<file path="config.mk">
export PLATFORM = sky130hd
export DESIGN_NAME = line_token_lexer_classifier_top
export DESIGN_NICKNAME = d
export VERILOG_FILES = /design/src/sv/ltlc_pkg.sv /design/src/sv/ltlc_lexer.sv /design/src/sv/ltlc_out_skid.sv /design/src/sv/line_token_lexer_classifier_top.sv
export SDC_FILE = /design/constraint.sdc
export NUM_CORES = 1
export LEC_CHECK = 0
export BUFFER_PORTS_ARGS = -buffer_cell sky130_fd_sc_hd__buf_2
export CORE_ASPECT_RATIO = 0.6
export CORE_UTILIZATION = 45
export CTS_CLUSTER_DIAMETER = 80
export DETAILED_ROUTE_END_ITERATION = 10
export GPL_TIMING_DRIVEN = 0
export SYNTH_ARGS = -nofsm -noshare
export SYNTH_HDL_FRONTEND = slang
export SYNTH_HIERARCHICAL = 1
export SYNTH_SLANG_ARGS = --single-unit
export TNS_END_PERCENT = 5
</file>
<file path="constraint.sdc">
create_clock -name clk_i -period 7.62 [get_ports clk_i]
set_input_delay 2.286 -clock clk_i [delete_from_list [all_inputs] [get_ports clk_i]]
set_output_delay 2.286 -clock clk_i [all_outputs]
set_load 0.1 [all_outputs]
</file>
<file path="src/sv/ltlc_pkg.sv">
// Shared types, constants and helper functions of the line token lexer.
// Used by ltlc_lexer, ltlc_out_skid and line_token_lexer_classifier_top.
package ltlc_pkg;

  localparam int MAX_LINE    = 4096;
  localparam int COL_W       = $clog2(MAX_LINE);
  localparam int START_W     = $clog2(MAX_LINE + 1);
  localparam int IDX_W       = 11;
  localparam int START_OUT_W = 12;
  localparam int LEN_OUT_W   = 13;
  localparam int PROG_W      = 3;

  localparam int IDX_MAX       = 2047;
  localparam int START_OUT_MAX = 4095;
  localparam int LEN_OUT_MAX   = 4096;

  localparam int START_CMP_W = (START_W > START_OUT_W) ? START_W : START_OUT_W;
  localparam int LEN_CMP_W   = (START_W > LEN_OUT_W) ? START_W : LEN_OUT_W;

  localparam logic [7:0] CH_QUOTE   = 8'h22;
  localparam logic [7:0] CH_SPACE   = 8'h20;
  localparam logic [7:0] CH_DOT     = 8'h2E;
  localparam logic [7:0] CH_ZERO    = 8'h30;
  localparam logic [7:0] CH_NINE    = 8'h39;
  localparam logic [7:0] CH_UPPER_A = 8'd65;
  localparam logic [7:0] CH_UPPER_Z = 8'd90;
  localparam logic [7:0] CASE_STEP  = 8'd32;

  localparam logic [PROG_W-1:0] PROG_DEAD = 3'd7;
  localparam logic [PROG_W-1:0] TRUE_LEN  = 3'd4;
  localparam logic [PROG_W-1:0] FALSE_LEN = 3'd5;

  typedef enum logic [1:0] {
    MODE_IDLE,
    MODE_PLAIN,
    MODE_STRING
  } lex_mode_e;

  typedef enum logic [2:0] {
    TT_INTEGER   = 3'd0,
    TT_DECIMAL   = 3'd1,
    TT_STRING    = 3'd2,
    TT_BOOLEAN   = 3'd3,
    TT_REFERENCE = 3'd4,
    TT_SIMPLE    = 3'd5
  } token_type_e;

  typedef struct packed {
    logic              all_digits;
    logic              dot_seen;
    logic              decimal_broken;
    logic              first_upper;
    logic [PROG_W-1:0] true_prog;
    logic [PROG_W-1:0] false_prog;
  } tok_flags_t;

  typedef struct packed {
    token_type_e            token_type;
    logic [IDX_W-1:0]       token_index;
    logic [START_OUT_W-1:0] start_column;
    logic [LEN_OUT_W-1:0]   token_length;
    logic                   last_in_line;
  } token_t;

  localparam tok_flags_t FLAGS_RESET = '{
    all_digits:     1'b1,
    dot_seen:       1'b0,
    decimal_broken: 1'b0,
    first_upper:    1'b0,
    true_prog:      '0,
    false_prog:     '0
  };

  function automatic logic is_upper(logic [7:0] c);
    return (c >= CH_UPPER_A) && (c <= CH_UPPER_Z);
  endfunction

  function automatic logic [7:0] lower_of(logic [7:0] c);
    return is_upper(c) ? c + CASE_STEP : c;
  endfunction

  function automatic logic [7:0] true_char(logic [PROG_W-1:0] prog);
    logic [7:0] r;
    case (prog)
      3'd0:    r = "t";
      3'd1:    r = "r";
      3'd2:    r = "u";
      3'd3:    r = "e";
      default: r = 8'h00;
    endcase
    return r;
  endfunction

  function automatic logic [7:0] false_char(logic [PROG_W-1:0] prog);
    logic [7:0] r;
    case (prog)
      3'd0:    r = "f";
      3'd1:    r = "a";
      3'd2:    r = "l";
      3'd3:    r = "s";
      3'd4:    r = "e";
      default: r = 8'h00;
    endcase
    return r;
  endfunction

  function automatic tok_flags_t add_char(tok_flags_t f, logic [7:0] c);
    tok_flags_t r;
    logic       digit;
    r     = f;
    digit = (c >= CH_ZERO) && (c <= CH_NINE);
    if (!digit) begin
      r.all_digits = 1'b0;
      if (c == CH_DOT) begin
        if (f.dot_seen) r.decimal_broken = 1'b1;
        r.dot_seen = 1'b1;
      end else begin
        r.decimal_broken = 1'b1;
      end
    end
    if ((f.true_prog < TRUE_LEN) && (lower_of(c) == true_char(f.true_prog))) begin
      r.true_prog = f.true_prog + 3'd1;
    end else begin
      r.true_prog = PROG_DEAD;
    end
    if ((f.false_prog < FALSE_LEN) && (lower_of(c) == false_char(f.false_prog))) begin
      r.false_prog = f.false_prog + 3'd1;
    end else begin
      r.false_prog = PROG_DEAD;
    end
    return r;
  endfunction

  function automatic tok_flags_t begin_plain(logic [7:0] c);
    tok_flags_t r;
    r             = FLAGS_RESET;
    r.first_upper = is_upper(c);
    return add_char(r, c);
  endfunction

  function automatic token_type_e classify(tok_flags_t f);
    token_type_e t;
    if (f.all_digits) begin
      t = TT_INTEGER;
    end else if (!f.decimal_broken) begin
      t = TT_DECIMAL;
    end else if ((f.true_prog == TRUE_LEN) || (f.false_prog == FALSE_LEN)) begin
      t = TT_BOOLEAN;
    end else if (f.first_upper) begin
      t = TT_REFERENCE;
    end else begin
      t = TT_SIMPLE;
    end
    return t;
  endfunction

endpackage

</file>
<file path="src/sv/ltlc_lexer.sv">
// Lexer state and single-pass token classification, one character per transfer.
// Depends on ltlc_pkg for the mode, flag and token types.
module ltlc_lexer (
  input  logic            clk_i,
  input  logic            rst_ni,
  input  logic            accept_i,
  input  logic [7:0]      ch_i,
  input  logic            line_end_i,
  output logic            res_valid_o,
  output ltlc_pkg::token_t res_o
);

  ltlc_pkg::lex_mode_e                  mode_q, mode_d, mode_step;
  logic [ltlc_pkg::COL_W-1:0]           col_q, col_d;
  logic [ltlc_pkg::IDX_W-1:0]           cnt_q, cnt_d;
  logic [ltlc_pkg::START_W-1:0]         start_q, start_d;
  ltlc_pkg::tok_flags_t                 flags_q, flags_d;

  logic                                 is_quote, is_space;
  logic                                 emit_mid, emit_tail, res_valid;
  logic [ltlc_pkg::START_W-1:0]         col_ext, col_inc, end_col, len_raw;
  logic [ltlc_pkg::START_CMP_W-1:0]     st_cmp;
  logic [ltlc_pkg::LEN_CMP_W-1:0]       len_cmp;

  assign is_quote = (ch_i == ltlc_pkg::CH_QUOTE);
  assign is_space = (ch_i == ltlc_pkg::CH_SPACE);

  // Next mode and emit decisions
  always_comb begin
    mode_step = mode_q;
    emit_mid  = 1'b0;
    case (mode_q)
      ltlc_pkg::MODE_IDLE: begin
        if (is_quote) begin
          mode_step = ltlc_pkg::MODE_STRING;
        end else if (!is_space) begin
          mode_step = ltlc_pkg::MODE_PLAIN;
        end
      end
      ltlc_pkg::MODE_PLAIN: begin
        if (is_space) begin
          mode_step = ltlc_pkg::MODE_IDLE;
          emit_mid  = 1'b1;
        end
      end
      ltlc_pkg::MODE_STRING: begin
        if (is_quote) begin
          mode_step = ltlc_pkg::MODE_IDLE;
          emit_mid  = 1'b1;
        end
      end
      default: mode_step = ltlc_pkg::MODE_IDLE;
    endcase
    // an open token closes at the line end
    emit_tail = line_end_i && !emit_mid && (mode_step != ltlc_pkg::MODE_IDLE);
    mode_d    = line_end_i ? ltlc_pkg::MODE_IDLE : mode_step;
  end

  // Datapath: token start, flags, counters and the result
  always_comb begin
    col_ext = ltlc_pkg::START_W'(col_q);
    col_inc = col_ext + ltlc_pkg::START_W'(1);

    start_d = start_q;
    flags_d = flags_q;
    if (mode_q == ltlc_pkg::MODE_IDLE) begin
      if (is_quote) begin
        start_d = col_inc;
      end else if (!is_space) begin
        start_d = col_ext;
        flags_d = ltlc_pkg::begin_plain(ch_i);
      end
    end else if ((mode_q == ltlc_pkg::MODE_PLAIN) && !is_space) begin
      flags_d = ltlc_pkg::add_char(flags_q, ch_i);
    end

    res_valid = emit_mid || emit_tail;
    end_col   = emit_tail ? col_inc : col_ext;
    len_raw   = (end_col >= start_d) ? end_col - start_d : '0;

    st_cmp  = ltlc_pkg::START_CMP_W'(start_d);
    len_cmp = ltlc_pkg::LEN_CMP_W'(len_raw);

    if (emit_mid ? (mode_q == ltlc_pkg::MODE_STRING)
                 : (mode_step == ltlc_pkg::MODE_STRING)) begin
      res_o.token_type = ltlc_pkg::TT_STRING;
    end else begin
      res_o.token_type = ltlc_pkg::classify(flags_d);
    end
    res_o.token_index = cnt_q;
    if (st_cmp > ltlc_pkg::START_CMP_W'(ltlc_pkg::START_OUT_MAX)) begin
      res_o.start_column = ltlc_pkg::START_OUT_W'(ltlc_pkg::START_OUT_MAX);
    end else begin
      res_o.start_column = st_cmp[ltlc_pkg::START_OUT_W-1:0];
    end
    if (len_cmp > ltlc_pkg::LEN_CMP_W'(ltlc_pkg::LEN_OUT_MAX)) begin
      res_o.token_length = ltlc_pkg::LEN_OUT_W'(ltlc_pkg::LEN_OUT_MAX);
    end else begin
      res_o.token_length = len_cmp[ltlc_pkg::LEN_OUT_W-1:0];
    end
    res_o.last_in_line = line_end_i;

    // hold the column at the last position of an overlong line
    if (line_end_i) begin
      col_d = '0;
    end else if (col_q < ltlc_pkg::COL_W'(ltlc_pkg::MAX_LINE - 1)) begin
      col_d = col_q + ltlc_pkg::COL_W'(1);
    end else begin
      col_d = col_q;
    end

    if (line_end_i) begin
      cnt_d = '0;
    end else if (res_valid && (cnt_q != ltlc_pkg::IDX_W'(ltlc_pkg::IDX_MAX))) begin
      cnt_d = cnt_q + ltlc_pkg::IDX_W'(1);
    end else begin
      cnt_d = cnt_q;
    end
  end

  assign res_valid_o = accept_i && res_valid;

  always_ff @(posedge clk_i or negedge rst_ni) begin
    if (!rst_ni) begin
      mode_q  <= ltlc_pkg::MODE_IDLE;
      col_q   <= '0;
      cnt_q   <= '0;
      start_q <= '0;
      flags_q <= ltlc_pkg::FLAGS_RESET;
    end else if (accept_i) begin
      mode_q  <= mode_d;
      col_q   <= col_d;
      cnt_q   <= cnt_d;
      start_q <= start_d;
      flags_q <= flags_d;
    end
  end

  a_line_end_idle: assert property (@(posedge clk_i) disable iff (!rst_ni)
    (accept_i && line_end_i) |=> (mode_q == ltlc_pkg::MODE_IDLE))
    else $error("lexer not between tokens after a line end");

  a_line_end_count: assert property (@(posedge clk_i) disable iff (!rst_ni)
    (accept_i && line_end_i) |=> ((cnt_q == '0) && (col_q == '0)))
    else $error("column or token count not cleared after a line end");

  a_col_bound: assert property (@(posedge clk_i) disable iff (!rst_ni)
    col_q <= ltlc_pkg::COL_W'(ltlc_pkg::MAX_LINE - 1))
    else $error("column beyond the line limit");

endmodule

</file>
<file path="src/sv/ltlc_out_skid.sv">
// Output register with one skid entry for token results.
// Depends on ltlc_pkg for the token_t payload.
module ltlc_out_skid (
  input  logic             clk_i,
  input  logic             rst_ni,
  input  logic             push_i,
  input  ltlc_pkg::token_t push_data_i,
  output logic             full_o,
  output logic             out_valid_o,
  output ltlc_pkg::token_t out_data_o,
  input  logic             out_stall_i
);

  logic             out_valid_q, skid_valid_q;
  ltlc_pkg::token_t out_data_q, skid_data_q;
  logic             out_free;

  assign out_free = !out_valid_q || !out_stall_i;

  always_ff @(posedge clk_i or negedge rst_ni) begin
    if (!rst_ni) begin
      out_valid_q  <= 1'b0;
      skid_valid_q <= 1'b0;
    end else if (out_free) begin
      out_valid_q  <= skid_valid_q || push_i;
      skid_valid_q <= skid_valid_q && push_i;
    end else if (push_i) begin
      skid_valid_q <= 1'b1;
    end
  end

  // Payload: refill the output from the skid entry first
  always_ff @(posedge clk_i) begin
    if (out_free) begin
      if (skid_valid_q) begin
        out_data_q  <= skid_data_q;
        skid_data_q <= push_data_i;
      end else if (push_i) begin
        out_data_q <= push_data_i;
      end
    end else if (push_i) begin
      skid_data_q <= push_data_i;
    end
  end

  assign full_o      = skid_valid_q;
  assign out_valid_o = out_valid_q;
  assign out_data_o  = out_data_q;

  a_skid_behind_out: assert property (@(posedge clk_i) disable iff (!rst_ni)
    skid_valid_q |-> out_valid_q)
    else $error("skid entry held while the output register is empty");

  a_push_when_held: assert property (@(posedge clk_i) disable iff (!rst_ni)
    (push_i && out_valid_q && out_stall_i) |=> (skid_valid_q && out_valid_q))
    else $error("result lost while the output was stalled");

  a_no_push_full: assert property (@(posedge clk_i) disable iff (!rst_ni)
    skid_valid_q |-> !push_i)
    else $error("result pushed into a full skid stage");

endmodule

</file>
<file path="src/sv/line_token_lexer_classifier_top.sv">
// Top level of the line token lexer and classifier.
// Depends on ltlc_pkg, ltlc_lexer and ltlc_out_skid.
//
// Input channel: one character per transfer on ch_i, with line_end_i high on
// the last character of a line (in_valid_i / in_stall_o).
// Output channel: one result per closed token: type, index within the line,
// start column, length and a flag for a token closed at the line end
// (out_valid_o / out_stall_i).
// Throughput: one character per cycle while in_stall_o is low. The lexer state
// updates in the cycle of the transfer, so a character can follow in every
// cycle that is not stalled. The result of the character that closes a token is
// registered in the output register, or in the skid entry behind a stalled result.
// The output register has one skid entry behind it; in_stall_o rises only
// once that entry holds a result, so characters keep flowing while one
// result waits to be taken, and the input stalls on the next.
// Reset clears the lexer to column zero, token index zero, between tokens,
// and empties the output register and skid entry.
module line_token_lexer_classifier_top (
  input  logic        clk_i,
  input  logic        rst_ni,
  input  logic        in_valid_i,
  output logic        in_stall_o,
  input  logic [7:0]  ch_i,
  input  logic        line_end_i,
  output logic        out_valid_o,
  input  logic        out_stall_i,
  output logic [2:0]  token_type_o,
  output logic [10:0] token_index_o,
  output logic [11:0] start_column_o,
  output logic [12:0] token_length_o,
  output logic        last_in_line_o
);

  logic             accept;
  logic             res_valid;
  logic             skid_full;
  ltlc_pkg::token_t res, out_data;

  assign in_stall_o = skid_full;
  assign accept     = in_valid_i && !skid_full;

  ltlc_lexer u_lexer (
    .clk_i       (clk_i),
    .rst_ni      (rst_ni),
    .accept_i    (accept),
    .ch_i        (ch_i),
    .line_end_i  (line_end_i),
    .res_valid_o (res_valid),
    .res_o       (res)
  );

  ltlc_out_skid u_out_skid (
    .clk_i       (clk_i),
    .rst_ni      (rst_ni),
    .push_i      (res_valid),
    .push_data_i (res),
    .full_o      (skid_full),
    .out_valid_o (out_valid_o),
    .out_data_o  (out_data),
    .out_stall_i (out_stall_i)
  );

  assign token_type_o   = 3'(out_data.token_type);
  assign token_index_o  = out_data.token_index;
  assign start_column_o = out_data.start_column;
  assign token_length_o = out_data.token_length;
  assign last_in_line_o = out_data.last_in_line;

endmodule

</file>
==> Word level (Yosys, flattened, before mapping) <==
Index checks and enable logic that the tools add are counted.
{ "word_totals": {"word_cells": 158, "reg_bits": 130, "in_bits": 13, "output_inout_bits": 42} }
{ "op_classes": {"mux": 60, "n_reduce_logical": 35, "eq_ne": 24, "n_lt_le_gt_ge": 10, "n_addsub": 7} }
{ "ops": {"columns": ["operator", "count"], "rows": [
  ["$mux W40", 4],
  ["$mux W8", 11],
  ["$mux W13", 6],
  ["$mux W10", 4],
  ["$mux W12", 3],
  ["$pmux W7 S5", 1],
  ["$eq A8 B8 Y1", 4],
  ["$mux W3", 10],
  ["$pmux W7 S4", 1],
  ["$eq A8 B6 Y1 const B", 3],
  ["$mux W11", 2],
  ["$reduce_bool A2 Y1", 7],
  ["$add A12 B1 Y13 const B", 1],
  ["$ge A13 B13 Y1", 1],
  ["$gt A13 B12 Y1 const B", 1],
  ["$gt A13 B13 Y1 const B", 1],
  ["$sub A13 B13 Y13", 1],
  ["$add A12 B1 Y12 const B", 1],
  ["$eq A3 B2 Y1 const B", 4],
  ["$lt A12 B12 Y1 const B", 1],
  ["$add A11 B1 Y11 const B", 1],
  ["$logic_and A1 B1 Y1", 11],
  ["$mux W1", 11],
  ["$ne A11 B11 Y1 const B", 1],
  ["22 further kinds", 45]
]} }

==> Depth between registers and ports, before layout <==
Gate-level depths: netlist of run 1.
{ "depth": {"depth_word": 18, "depth_mapped": 22, "ltp_nobuf": 21} }

==> By module <==
The synthesis of run 1 kept the hierarchy.
{ "modules_own_cells": {"columns": ["mod", "n_inst", "cells_each", "seq_area_each_um2", "area_each_um2"], "rows": [
  ["ltlc_lexer", 1, 585, 1202.4, 4484.3],
  ["ltlc_out_skid", 1, 135, 2452.4, 3166.8],
  ["line_token_lexer_classifier_top", 1, 1, 0.0, 13.8]
]} }

==> Worst setup path before layout of run 1 <==
OpenSTA, ideal clock, no wires.
{ "synth_path": {"kind": "input port to flip-flop", "startpoint": "in ch_i[4]", "endpoint": "reg u_out_skid.out_data_q, in the netlist u_out_skid/out_data_o[10], data pin", "setup_ns": 0.260, "n_path_buf": 2, "arrival_time_ns": 6.559, "path_slack_ns": 0.800, "stages": 19, "required_time_ns": 7.360, "path_cell_list": "buf_6 or4_4 nor3_2 o31ai_1 a221o_1 a21bo_2 nor2_4 mux2_1 fa_1 a21o_1 a21oi_1 o221ai_1 a221o_1 a21oi_1 xor2_1 nand2_1 clkbuf_1 nor2_1 mux2_4"} }
{ "synth_rtl": {"columns": ["item", "line", "rtl"], "rows": [
  ["from (decl)", "line_token_lexer_classifier_top.sv:23", "input logic [7:0] ch_i,"],
  ["to (signal assigned)", "ltlc_out_skid.sv:36", "out_data_q <= skid_data_q;"],
  ["to (signal assigned)", "ltlc_out_skid.sv:39", "out_data_q <= push_data_i;"],
  ["to (decl)", "ltlc_out_skid.sv:15", "ltlc_pkg::token_t out_data_q, skid_data_q;"]
]} }

==> results of run 1 <==
==> per-stage QoR <==
step	util, %	instance area [um2]	worst slack (ns)	std cells
after floorplan	-	7660	0.800	721
after global placement	49.9	8210	-0.0967	1001
after detailed placement	50.2	8250	0.0617	1002
after CTS	53.8	8840	0.458	1034
after global routing	53.8	8840	0.125	1034
final	53.8	8840	0.324	1034
==> state kept, by name (all words and copies together), names as in the netlist <==
register	count
u_lexer/cnt_q	11
u_lexer/start_q	13
u_out_skid/full_o	1
u_out_skid/skid_data_q	40
u_out_skid/out_data_o	40
u_lexer/flags_q	10
u_lexer/col_q	12
u_out_skid/out_valid_o	1
u_lexer/mode_q	2
==> logic make-up after synthesis <==
family | after synthesis
AO/OA/AOI/OAI | 183
XOR/XNOR | 26
adder cells (fa/ha/maj) | 31
buffers and inverters | 67
flip-flops | 130
multiplexers | 52
AND/OR/NAND/NOR | 232
==> worst register-to-register path: stages (launching register included) <==
cell and delay [ns]:
dfrtp_1 0.44, inv_1 0.14, ha_1 0.23, clkbuf_1 0.41, clkbuf_1 0.54, clkbuf_1 0.54
a22oi_1 0.36, fa_1 0.49, a21o_1 0.19, a21oi_1 0.19, o221ai_1 0.23, a221o_1 0.39
a21oi_1 0.18, xor2_1 0.12, nand2_1 0.10, clkbuf_1 0.36, nor2_1 0.15, mux2_4 0.29
==> power groups by stage <==
stage | sequential (uW) | clock [uW] | combinational, uW
2_1_floorplan | 1030 | 0 | 351
3_3_place_gp | 865 | 0 | 643
3_5_place_dp | 865 | 0 | 653
4_1_cts | 851 | 833 | 657
5_1_grt | 857 | 863 | 715
6_report | 851 | 819 | 662
==> routing by layer <==
layer	GRT usage, %	vias up	part of all wire (%)
met3	4.26	12	7.0
met5	0	-	0
met2	31.9	201	41
li1	-	2799	-
met1	34.7	2935	51
met4	5.54	0	0.61
==> path summary, 6_finish.rpt <==
path	startpoint	end	slack, ns
worst max-delay path	ch_i[1]	u_out_skid/out_data_o[6]$_DFFE_PP_	0.32
worst min-delay path	u_lexer/flags_q[8]$_DFFE_PN0P_	u_lexer/flags_q[8]$_DFFE_PN0P_	0.50
worst max register to register	u_lexer/mode_q[1]$_DFFE_PN0P_	u_out_skid/out_data_o[6]$_DFFE_PP_	2.02
worst min register to register	u_lexer/flags_q[8]$_DFFE_PN0P_	u_lexer/flags_q[8]$_DFFE_PN0P_	0.50
max in group asynchronous	rst_ni	u_out_skid/full_o$_DFFE_PN0P_	4.73
min in group asynchronous	rst_ni	u_lexer/col_q[3]$_DFFE_PN0P_	2.12
==> area by class of cell <==
cell class	instances	area [um2]
fillers	1423	7600
inverters	23	86.3
repair buffers	53	288
well taps	228	285
flip-flops and latches	130	3650
clock inverters	15	164
plain buffers	44	253
clock buffers	17	425
multi-input cells	524	3680
==> cell usage in the layout (no fill, tap or decap), types with 30 or more instances in the layout <==
cell	instances
nor2_1	67
buf_2	53
ha_1	30
nand2_1	65
dfrtp_1	49
clkbuf_1	33
mux2_4	37
a21oi_1	51
edfxtp_1	80
o21ai_0	45
==> impl_summary.log, run 1 <==
INFO  metric final_layout_size_suffix_gt1_share = 20.3%
INFO  metric post-route-min-period = roughly 7.3 ns
INFO  metric power.leakage = ~0.0035 uW
INFO  metric critical_path_buf_inv_count = 3
INFO  metric reg2reg_depth = 17
INFO  metric clockRootBuffer = clkbuf_16
INFO  metric clock_power_share = 35.1%
INFO  metric yosysMostFrequentCell = edfxtp_1
INFO  metric timing.critical_path.slowest_cell_delay = 0.50 ns
INFO  metric setup_repair_bufs_after_cts = 0
INFO  metric cts_hold_buf = 0
INFO  metric route.vias.total = ~5,900
INFO  metric yosysWarningCount = 6
INFO  metric avgSynthCellArea = approximately 11 um2
INFO  metric setup_violations = 0
INFO  metric layout.nets = 837
INFO  metric cts_sinks = 130
INFO  metric worstPathCellList = buf_2 > clkbuf_1 > nand3_1 > a221o_1 > a21bo_2 > nor2_4 > mux2_1 > fa_1 > a21o_1 > a21oi_1 > o221ai_1 > a221o_1 > a21oi_1 > xor2_1 > nand2_1 > clkbuf_1 > nor2_1 > mux2_4
INFO  metric timing.hold.worst.class = register to register
INFO  metric worst-path-stages = 18
INFO  metric synth_cell_types = 74
INFO  metric largest_net_degree_at_the_start_of_global_routing = between 50 and 60
INFO  metric cpMaxStageDelayCell = clkbuf_1
INFO  metric cts-buffers-inserted = 17
INFO  metric diodes = 0
INFO  metric tritoncts = yes
INFO  metric share_seq_of_total_power = a little over a third
INFO  metric clock_skew = ~0.012 ns
INFO  metric grt_pass1_vias = 5,636
INFO  metric via_per_inst = ~5.8
INFO  metric hold_violations = 0
INFO  metric asyncSetResetFlopFracSynth = about two fifths
INFO  metric cts_resized = 0
INFO  metric worst_ir_drop_vdd = approximately 0.14 mV
INFO  metric ys_seq_area_share = 47.7%
INFO  metric critPathArrivalTime = ~7.5 ns
INFO  metric core.rowCount = 36
INFO  metric die_w = 170 um
INFO  metric synth-xor-area-share = between 3 and 4%
INFO  metric yosys_register_bits = 130
INFO  metric timing_worst_slew_pin_value = 1.23 ns
INFO  metric post_synthesis_compound_gate_area_fraction = between 15 and 20%
INFO  metric floorplan.initialDensity = between 40% and 50%
INFO  metric postRouteAntennaNets = 0
INFO  metric endpoint_kind = register
INFO  metric post-route-drc-count = 0
INFO  metric synth_common_cells = edfxtp_1, nor2_1, nand2_1, a21oi_1, dfrtp_1
INFO  metric synth.area.top_cells = edfxtp_1, dfrtp_1, mux2_4, ha_1, a21oi_1
INFO  metric post_synth_inst_count = roughly 700
INFO  metric report.final.slew_viol_count = 0
INFO  metric maxCapViolations = 0
INFO  metric comb_power_share = 28.4%
INFO  metric crit_type = input port to register
INFO  metric setup_tns = 0 ns
INFO  metric grt_util_all_layers = between 20% and 30%
INFO  metric synth_top_family_by_area = compound AO/OA/AOI/OAI gates
INFO  metric whs_path_depth = 1
INFO  metric syn_area = about 7700 um2
INFO  metric p_sw = around 830 uW
INFO  metric wire_per_inst = approximately 18 um
INFO  metric netlist.top_cell.by_area = edfxtp_1
INFO  metric yosys.area.top_type_share = 31.3%
INFO  metric cts_htree_levels = 4
INFO  metric synth_enable_flop_cells = 80
INFO  metric switching_share = 35.5%
INFO  metric drt_pass1_iterations = 6
INFO  metric power-per-cell-area = between 200 and 300 nW/um2
INFO  metric synth-simple-area-share = between 10 and 15%
INFO  metric port_buffers = 52
INFO  metric crit_path_max_fanout = 10
INFO  metric post_layout_power = ~2300 uW
INFO  metric post_synth_fa_ha_maj_area_fraction = 5.16%
INFO  metric clock_tree.buffer_depth = 2
INFO  metric detailed_placement_wirelength_estimate = approximately 14,000 um
INFO  metric crit_family = compound AO/OA/AOI/OAI gates
INFO  metric critical_path_startpoint_category = input port
INFO  metric timing.hold.ws = 0.502 ns
INFO  metric area_growth_syn_to_layout = 15.3%
INFO  metric syn-num-nets = around 770
INFO  metric grt_setup_unrepaired = no
INFO  metric max_freq = about 0.14 GHz
INFO  metric grt_first_pass_wirelength = about 30,000 um
INFO  metric initial_antenna_violation_count = 0
INFO  metric wirelength = between 15,000 and 20,000 um
INFO  metric worst_ep_required_time = a little under 8 ns
INFO  metric first_iter_violations = 658
INFO  metric top_level_ports = 55
INFO  metric globalplace.congestion = between 0.9 and 1
INFO  metric final.period_utilization = between 90% and 100%
INFO  metric die-height = a little over 100 um
INFO  metric grt-ovfl-total = 0
INFO  metric clkSlewWorstSetupHoldPaths = 0.06 ns
INFO  metric design.core.area = 16,400 um2
INFO  metric synth_mux_area_share = 9.34%
INFO  metric power.internal = around 1500 uW
INFO  metric clock_insertion_delay_worst_skew = about 0.42 ns
INFO  metric run_status = finished clean
INFO  metric yosys_most_used_dff = edfxtp_1
INFO  metric dieArea = approximately 18,000 um2
INFO  metric worst_slew_margin_rel = 18.1%
Note: power is estimated with default switching activity, not from simulation.
==> inputs of run 2 (changes only) <==
--- a/config.mk
+++ b/config.mk
@@ -6,7 +6,6 @@
 export NUM_CORES = 1
 export LEC_CHECK = 0
 export BUFFER_PORTS_ARGS = -buffer_cell sky130_fd_sc_hd__buf_2
-export CORE_ASPECT_RATIO = 0.6
 export CORE_UTILIZATION = 45
 export CTS_CLUSTER_DIAMETER = 80
 export DETAILED_ROUTE_END_ITERATION = 10
==> run 2 against run 1 <==
Net effect: via count decreased by 2.3%; global-route usage decreased by 1.4 points; cell count shrank 0.77%; clock-buffer cell count rose by 2; sequential share of layout area barely moved; total power rose by 1.3%; routed wire length fell by 5.0%; worst hold slack improved by 0.0068 ns; first-iteration DRC count down 34%; fmax grew 2.0%; critical path depth up 4.
==> impl_summary.log, run 2 (synthesized netlist as in run 1, its figures left out) <==
INFO  metric clock_skew = 0.00850 ns (-0.00366 ns)
INFO  metric diodes = 0 (unchanged)
INFO  metric timing.hold.ws = 0.509 ns (+0.00677 ns)
INFO  metric fillerInstances = 1,475 (+3.7%)
INFO  metric crit_path_max_fanout = 10 (unchanged)
INFO  metric setup_repair_bufs_after_cts = 0 (unchanged)
INFO  metric crit_type = input port to register
INFO  metric holdPathEnd = u_lexer/start_q[0]$_DFFE_PN0P_
INFO  metric largest_net_degree_at_the_start_of_global_routing = 51 (unchanged)
INFO  metric reg2reg_depth = 20 (+3)
INFO  metric worst_slack = 0.471 ns (+0.146 ns)
INFO  metric run_status = finished clean
INFO  metric detailedPlace.worstSlack = 0.0968 ns (+0.0351 ns)
INFO  metric detailed_placement_wirelength_estimate = 12,800 um (-6.2%)
INFO  metric clock_insertion_delay_worst_skew = 0.41 ns (about the same)
INFO  metric tritoncts = yes
INFO  metric grt_first_pass_wirelength = 28,800 um (-3.7%)
INFO  metric floorplan.initialDensity = 46.2% (-0.40 points)
INFO  metric seqCellArea = 3650 um2 (unchanged)
INFO  metric postRouteAntennaNets = 0 (unchanged)
INFO  metric layout.nets = 837 (unchanged)
INFO  metric r2r_slack = 2.09 ns (+0.07 ns)
INFO  metric most-common-layout-cells = edfxtp_1, nor2_1, nand2_1
INFO  metric post-route-min-period = 7.15 ns (-0.146 ns)
INFO  metric design.core.area = 16,600 um2 (+0.87%)
INFO  metric initial_antenna_violation_count = 0 (unchanged)
INFO  metric core.rowCount = 47 (+31%)
INFO  metric clkSlewWorstSetupHoldPaths = 0.06 ns (about the same)
INFO  metric critPathArrivalTime = 7.31 ns (-0.16 ns)
INFO  metric critical_path_startpoint_category = input port
INFO  metric grt_util_all_layers = 21.1% (-1.4 points)
INFO  metric die_w = 133 um (-22%)
INFO  metric setup_tns = 0 ns (unchanged)
INFO  metric worst_ir_drop_vdd = 0.161 mV (+18%)
INFO  metric worst_slew_margin_rel = 20.5% (+2.5 points)
INFO  metric final_layout_size_suffix_gt1_share = 20.1% (-0.25 points)
INFO  metric grt_pass1_vias = 5,532 (-1.8%)
INFO  metric holdCritStartpoint = u_lexer/start_q[0]$_DFFE_PN0P_
INFO  metric port_buffers = 52 (unchanged)
INFO  metric dp.cells = 994 (-0.80%)
INFO  metric final_non_filler_cell_total = 1,026 (-0.77%)
INFO  metric critical_path.reg2reg.startpoint = u_lexer/mode_q[0]$_DFFE_PN0P_
INFO  metric timing.rr.end = u_out_skid/out_data_o[4]$_DFFE_PP_
INFO  metric wire_per_inst = 17.3 um (-4.2%)
INFO  metric cts_hold_buf = 0 (unchanged)
INFO  metric grt_setup_unrepaired = no
INFO  metric timing.hold.worst.class = register to register
INFO  metric whs_path_depth = 1 (unchanged)
INFO  metric post-route-drc-count = 0 (unchanged)
INFO  metric clock_tree.buffer_depth = 2 (unchanged)
INFO  metric dieArea = 17,600 um2 (-0.10%)
INFO  metric globalplace.congestion = 0.913 (-2.4%)
INFO  metric cts-buffers-inserted = 17 (unchanged)
INFO  metric power-per-cell-area = 267 nW/um2 (+1.2%)
INFO  metric multi_input_area = 3680 um2 (unchanged)
INFO  metric top_level_ports = 55 (unchanged)
INFO  metric maxCapViolations = 0 (unchanged)
INFO  metric cts_htree_levels = 4 (unchanged)
INFO  metric area_growth_syn_to_layout = 15.4%
INFO  metric grt-ovfl-total = 0 (unchanged)
INFO  metric worst_ep_required_time = 7.78 ns (about the same)
INFO  metric hold_violations = 0 (unchanged)
INFO  metric setup_violations = 0 (unchanged)
INFO  metric timing_worst_slew_pin_value = 1.19 ns (-0.0371 ns)
INFO  metric cts_resized = 0 (unchanged)
INFO  metric cts_sinks = 130 (unchanged)
INFO  metric first_iter_violations = 433 (-34%)
INFO  metric die-height = 133 um (+29%)
INFO  metric route.vias.total = 5,810 (-2.3%)
INFO  metric layout_commonest_cell = edfxtp_1
INFO  metric max_freq = 0.140 GHz (+2.0%)
INFO  metric power.leakage = 0.00356 uW (+0.27%)
INFO  metric final.period_utilization = 93.8% (-1.9 points)
INFO  metric wirelength = 17,800 um (-5.0%)
INFO  metric via_per_inst = 5.66 (-1.5%)
INFO  metric report.final.slew_viol_count = 0 (unchanged)
INFO  metric endpoint_kind = register
INFO  metric clockRootBuffer = clkbuf_16
INFO  metric drt_pass1_iterations = 5 (-1)
run 2: per-layer routing:
layer	vias up	routed length, um	track usage [%]
li1	2796	-	-
met1	2832	8540	29.6
met2	162	8170	32.9
met3	20	832	3.49
met4	0	257	7.47
met5	-	0	0
run 2: how the worst max path moves through the flow:
stage / start / end / depth (start not counted)
4_1_cts: ch_i[2] / u_out_skid/out_data_o[4]$_DFFE_PP_ / 22
2_1_floorplan: ch_i[4] / u_out_skid/out_data_o[10]$_DFFE_PP_ / 19
3_3_place_gp: ch_i[2] / u_out_skid/out_data_o[15]$_DFFE_PP_ / 10
6_report: ch_i[3] / u_out_skid/out_data_o[4]$_DFFE_PP_ / 22
5_1_grt: ch_i[3] / u_out_skid/out_data_o[6]$_DFFE_PP_ / 22
3_5_place_dp: ch_i[2] / u_out_skid/out_data_o[4]$_DFFE_PP_ / 20
run 2: cell type report:
type | count | area share [%]
Buffer | 44 | 2.86
Clock inverter | 13 | 2.08
Timing Repair Buffer | 53 | 3.17
Tap cell | 220 | 3.11
Clock buffer | 19 | 4.89
Inverter | 23 | 0.976
Sequential cell | 130 | 41.3
Multi-Input combinational cell | 524 | 41.6
run 2: stage by stage:
| stage | power, uW | area [um2] | util [%] |
|---|---|---|---|
| floorplan | 1380 | 7660 | - |
| global placement | 1500 | 8200 | 49.4 |
| finish | 2360 | 8850 | 53.4 |
| CTS | 2380 | 8850 | 53.4 |
| detailed placement | 1520 | 8230 | 49.6 |
| global route | 2460 | 8850 | 53.4 |
run 2: worst max-delay path, stage by stage:
cell      delay [ns]
buf_2           0.10
buf_4           0.17
or4_4           0.51
or4_1           0.42
a21oi_1         0.23
or3_1           0.15
a21bo_2         0.24
nor2_4          0.10
xnor2_1         0.21
ha_1            0.19
inv_1           0.06
fa_1            0.47
a21o_1          0.20
a21oi_1         0.14
o221ai_1        0.20
a221o_1         0.41
a21oi_1         0.20
xor2_1          0.12
nand2_1         0.11
clkbuf_1        0.35
nor2_1          0.13
mux2_4          0.28
run 2: where the power goes:
part	total [uW]	switching [uW]	leakage [uW]	internal [uW]
registers	851	24.8	0.00141	826
logic	659	446	0.00186	212
clock network	852	305	0.000293	547
total	2360	776	0.00356	1590
